File: src/sv/pshba_pkg.sv
package pshba_pkg;

  localparam int HOSTS      = 64;
  localparam int TOTAL_BITS = 40;
  localparam int USED_W     = $clog2(HOSTS + 1);
  localparam int DELTA_W    = 18;

  localparam logic [15:0] ETYPE_IPV4      = 16'h0800;
  localparam int          IP_HDR_BYTES    = 20;
  localparam int          MIN_FRAME_BYTES = 30;
  localparam int          POS_SAT         = 30;

  localparam logic signed [TOTAL_BITS-1:0] TOT_MAX = {1'b0, {(TOTAL_BITS-1){1'b1}}};
  localparam logic signed [TOTAL_BITS-1:0] TOT_MIN = {1'b1, {(TOTAL_BITS-1){1'b0}}};

  // Result status codes
  localparam logic [2:0] ST_NOMATCH = 3'd0;
  localparam logic [2:0] ST_KNOWN   = 3'd1;
  localparam logic [2:0] ST_NEW     = 3'd2;
  localparam logic [2:0] ST_FULL    = 3'd3;
  localparam logic [2:0] ST_SHORT   = 3'd4;

  // Request token walking the cell row.  st starts at ST_FULL for a
  // countable frame; the cell that finds or inserts the source rewrites it.
  typedef struct packed {
    logic [2:0]                   st;
    logic [31:0]                  src;
    logic signed [DELTA_W-1:0]    delta;
    logic signed [TOTAL_BITS-1:0] host;
    logic                         have;
    logic [31:0]                  best_ip;
    logic signed [TOTAL_BITS-1:0] best;
  } req_t;

endpackage

File: src/sv/pshba_cell.sv
module pshba_cell
  import pshba_pkg::*;
(
  input  logic clk,
  input  logic rst_n,
  input  logic req_vld_i,
  input  req_t req_i,
  output logic req_vld_o,
  output req_t req_o
);

  logic                         used_r;
  logic [31:0]                  addr_r;
  logic signed [TOTAL_BITS-1:0] total_r;
  logic                         vld_r;
  req_t                         req_r;

  logic                         hit;
  logic                         ins;
  logic                         cur_used;
  logic                         take;
  logic signed [TOTAL_BITS:0]   sum_ext;
  logic signed [TOTAL_BITS-1:0] sat;
  logic signed [TOTAL_BITS-1:0] delta_ext;
  logic signed [TOTAL_BITS-1:0] new_total;
  logic [31:0]                  cur_addr;
  req_t                         req_nxt;

  always_comb begin
    hit       = req_vld_i && used_r && (req_i.st == ST_FULL) && (addr_r == req_i.src);
    ins       = req_vld_i && !used_r && (req_i.st == ST_FULL);
    cur_used  = used_r | ins;
    delta_ext = {{(TOTAL_BITS-DELTA_W){req_i.delta[DELTA_W-1]}}, req_i.delta};
    sum_ext   = {total_r[TOTAL_BITS-1], total_r} +
                {{(TOTAL_BITS+1-DELTA_W){req_i.delta[DELTA_W-1]}}, req_i.delta};
    // overflow when the two top bits disagree
    if (sum_ext[TOTAL_BITS] != sum_ext[TOTAL_BITS-1]) begin
      sat = sum_ext[TOTAL_BITS] ? TOT_MIN : TOT_MAX;
    end else begin
      sat = sum_ext[TOTAL_BITS-1:0];
    end
    new_total = hit ? sat : (ins ? delta_ext : total_r);
    cur_addr  = ins ? req_i.src : addr_r;
    // strict greater keeps the earliest entry on ties
    take      = req_vld_i && cur_used && (!req_i.have || (new_total > req_i.best));

    req_nxt = req_i;
    if (hit) begin
      req_nxt.st   = ST_KNOWN;
      req_nxt.host = sat;
    end
    if (ins) begin
      req_nxt.st   = ST_NEW;
      req_nxt.host = delta_ext;
    end
    if (take) begin
      req_nxt.have    = 1'b1;
      req_nxt.best    = new_total;
      req_nxt.best_ip = cur_addr;
    end
  end

  always_ff @(posedge clk) begin
    if (!rst_n) begin
      used_r <= 1'b0;
      vld_r  <= 1'b0;
    end else begin
      used_r <= cur_used;
      vld_r  <= req_vld_i;
    end
  end

  always_ff @(posedge clk) begin
    req_r <= req_nxt;
    if (hit || ins) begin
      total_r <= new_total;
    end
    if (ins) begin
      addr_r <= req_i.src;
    end
  end

  assign req_vld_o = vld_r;
  assign req_o     = req_r;

endmodule

File: config.mk
export PLATFORM = sky130hd
export DESIGN_NAME = pshba_cell
export DESIGN_NICKNAME = d
export VERILOG_FILES = /design/src/sv/pshba_pkg.sv /design/src/sv/pshba_cell.sv
export SDC_FILE = /design/constraint.sdc
export NUM_CORES = 1
export LEC_CHECK = 0
export ABC_CLOCK_PERIOD_IN_PS = 8600
export BUFFER_PORTS_ARGS = -buffer_cell sky130_fd_sc_hd__buf_2
export CAP_MARGIN = 20
export CORE_UTILIZATION = 57
export CTS_CLUSTER_SIZE = 25
export DETAILED_ROUTE_END_ITERATION = 12
export HOLD_SLACK_MARGIN = 0.15
export PLACE_DENSITY = 0.95
export SYNTH_ARGS = -nofsm -noshare
export SYNTH_HDL_FRONTEND = slang
export SYNTH_SLANG_ARGS = --single-unit
export TNS_END_PERCENT = 100
File: constraint.sdc
create_clock -name clk -period 8.6 [get_ports clk]
set_input_delay 1.29 -clock clk [delete_from_list [all_inputs] [get_ports clk]]
set_output_delay 1.29 -clock clk [all_outputs]
set_load 0.05 [all_outputs]
==> results by group <==
Outcome
  • Status: finished clean

Placed design
  • Placed Area: 13800 um^2
  • Detailed placer's ending HPWL: 30800 um
  • IO buf count: 335
  • Gpl congestion: 1.00
  • Placed Cells: 1863

Routing
  • 1st-iter DRT viols: 1096
  • Via Count: 11800
  • WL/cell: 21.3 um
  • Detail Route Antenna Nets: 0
  • Vias per cell: 6.19
  • Final routed DRC violation total: 0
  • DR pass1 iterations: 5
  • Final wirelength: 40700 um

Die
  • Core area: 20400 um^2
  • Die width: 146 um
  • Die area: 21500 um^2
  • Num rows: 52
  • # IOs: 336
  • DIE HEIGHT: 146 um
  • Initial core utilization: 58.4%

Global route
  • First-pass GRT wire length: 62300 um
  • Largest net degree at the start of global routing: 64
  • Via count of the first global-routing pass: 11800
  • Initial antenna violation count: 2
  • Total global routing overflow: 0
  • Total Routing Usage GR: 37.0%

Final layout
  • Layout Cells excl Fill: 1907
  • Final Cell Area: 14700 um^2
  • Total Nets Final: 1869
  • Fill count: 1446
  • Area of the multi-input gates: 6290 um^2
  • Register area: 5200 um^2
  • Layout cells sized above 1: 27.4%
  • Synth-to-Final Area Change: 23.2%

Clock tree
  • Reg clk slew, reported paths: 0.06 ns
  • Clock tree from TritonCTS: built
  • # resized after CTS: 0
  • Clock Latency Late Sink: 0.54 ns
  • # hold bufs at CTS: 0
  • H-tree Lvls: 1
  • Num CTS Buffers: 23
  • Post-CTS Setup Inserts: 0
  • Clock Sinks: 240
  • Root Buffer: clkbuf_16
  • CTS Buffer Depth: 3

Timing
  • Setup Total Neg Slack: 0 ns
  • Slew Limit Fails: 0
  • Final setup fails: 0
  • RSZ-0062 raised after global routing: false
  • Period utilization: 82.2%
  • Max Freq: 0.142 GHz
  • Slew margin rel.: 26.4%
  • Slew @ Worst Pin: 1.10 ns
  • Clock Skew: 0.0274 ns
  • Fin crit period: 7.07 ns
  • Hold Fails Final Rpt: 0
  • Worst hold margin: 0.482 ns

Worst setup path
  • Flop2flop setup slack: 2.26 ns
  • Worst R2R End: req_o[68]$_DFF_P_
  • Critical path arrival: 7.48 ns
  • R2R cell count: 18
  • Worst Setup Path Type: in -> reg
  • CP startpoint kind: primary input
  • Critical path capture point: req_o[68]$_DFF_P_
  • CP Max Fanout: 43
  • WP data required: 9.01 ns
  • CP endpoint kind: flop
  • RR Startpoint: total_r[1]$_DFFE_PP_
  • CP startpoint: req_i[130]

Logic synthesis
  • Yosys reg bits: 240
  • Synth Cell Area: 11900 um^2
  • Sequential-to-total area share from yosys stat: 43.8%
  • Adder-cell share of the synthesized area: 8.93%
  • Yosys Warn Count: 0
  • Syn avg cell area: 9.14 um^2
  • Cell taking the most area after synthesis: dfxtp_1
  • Synth Instances: 1301
  • Post-Syn Nets: 1551
  • Top cells by count, synth: nand2_1 (215), dfxtp_1 (200), a21oi_1 (105)
  • Post-synth EDFFs: 40
  • Ys async rst share: 0%
  • Top_reg_cell synth: dfxtp_1
  • Top cells by area, synth: dfxtp_1 (34%), edfxtp_1 (10%), ha_1 (8.4%)
  • Simple-Gate Fraction of Synth Area: 16.1%
  • Multiplexer share of the synthesized area: 3.77%
  • Main combinational cell family by area after synthesis: compound AO/OA/AOI/OAI gates
  • Complex-gate fraction of the synthesized area: 18.8%
  • Xor and xnor area share after synthesis: 5.01%
  • Most common cell in the synthesized netlist: nand2_1
  • Synth top area share: 33.7%
  • Distinct cell type count after synthesis: 72

Pwr
  • Pleak: 0.00696 uW
  • Pwr Total: 3040 uW
  • Maximum vdd drop: 0.179 mV
  • Power Dens Cells: 207 nW/um^2

Job
  • Max Cap Viol: 0

Worst hold path
  • Min-Delay Path Class: reg -> reg
## per-stage QoR
stage          utilization [%]  setup WS, ns
2_1_floorplan                -          2.53
3_3_place_gp              67.9          1.18
3_5_place_dp              67.9          1.05
4_1_cts                   71.9          1.60
5_1_grt                   71.9          1.21
6_report                  71.9          1.53
## routing by layer
layer	vias to the layer above	global-route usage (%)	share of wire (%)
li1	5302	-	-
met1	5533	42.7	37
met2	770	64.2	48
met3	192	6.84	9.0
met4	0	21.5	6.2
met5	-	0	0
## where the power goes
part / internal (uW) / switching (uW)
clock: 628 / 450
sequential: 1230 / 43.7
combinational: 213 / 474
total: 2070 / 968
## flip-flops by register name (all words and copies together) (netlist names)
register   cells
used_r         1
addr_r        32
req_o        166
total_r       40
req_vld_o      1
## final cells by class
| cell class | count | share of cell area, % |
|---|---|---|
| Inverter | 56 | 1.43 |
| Clock inverter | 7 | 0.564 |
| Timing Repair Buffer | 348 | 12.2 |
| Sequential cell | 240 | 35.5 |
| Multi-Input combinational cell | 950 | 42.9 |
| Clock buffer | 35 | 5.01 |
| Tap cell | 270 | 2.31 |
| Antenna cell | 1 | 0.0171 |
## worst max-delay path, cell delays in order
cell and delay, ns:
buf_2 0.47, ha_1 0.42, a21oi_1 0.22, o21ai_0 0.21, a211oi_1 0.31, o31ai_1 0.16
or3_4 0.47, a311oi_2 0.89, buf_4 0.37, nand2_1 0.07, nand3b_1 0.13, nand2b_1 0.15
ha_1 0.13, nand4_1 0.17, or4_1 0.61, o21bai_1 0.21, a21oi_4 0.20, buf_4 0.50
mux2_2 0.43
## placed cells by master, fill, tap and decap left out, drive strengths merged, types with 7 or more instances in the layout
cell    Yosys  routed
and3        9       9
ha         80      80
o21ai      56      56
inv        56      59
nand4      30      30
nor2       66      66
edfxtp     40      40
a21oi     106     106
a211oi      9       9
a211o      10      10
clkbuf     39      35
nor3       15      15
xnor2      45      45
nor2b       7       7
or4         7       7
xor2       20      20
and2        8       8
a41oi      13      13
nand2     215     215
buf        16     348
o21bai     11      11
a21o       44      44
a31oi      34      34
a22o        9       9
o21a        7       7
nand3      26      26
dfxtp     200     200
mux2       38      38
## how the worst min path moves through the flow
| stage | depth (start not counted) | startpoint | endpoint | slack [ns] |
|---|---|---|---|---|
| floorplan | 2 | addr_r[1]$_DFF_P_ | addr_r[1]$_DFF_P_ | 0.45 |
| global placement | 2 | addr_r[31]$_DFF_P_ | addr_r[31]$_DFF_P_ | 0.46 |
| detailed placement | 2 | addr_r[27]$_DFF_P_ | addr_r[27]$_DFF_P_ | 0.47 |
| CTS | 2 | addr_r[27]$_DFF_P_ | addr_r[27]$_DFF_P_ | 0.48 |
| global route | 2 | addr_r[27]$_DFF_P_ | addr_r[27]$_DFF_P_ | 0.50 |
| finish | 2 | addr_r[31]$_DFF_P_ | addr_r[31]$_DFF_P_ | 0.48 |
## cells by family (layout without fill, tap and decap cells)
kind of cell / count (synthesis) / in the layout
AO/OA/AOI/OAI: 343 / 343
XOR/XNOR: 65 / 65
adder cells (fa/ha/maj): 85 / 85
AND/OR/NAND/NOR: 417 / 417
buffers and inverters: 111 / 446
flip-flops: 240 / 240
other: 0 / 1
multiplexers: 40 / 40
Note: power is estimated with default switching activity, not from simulation.
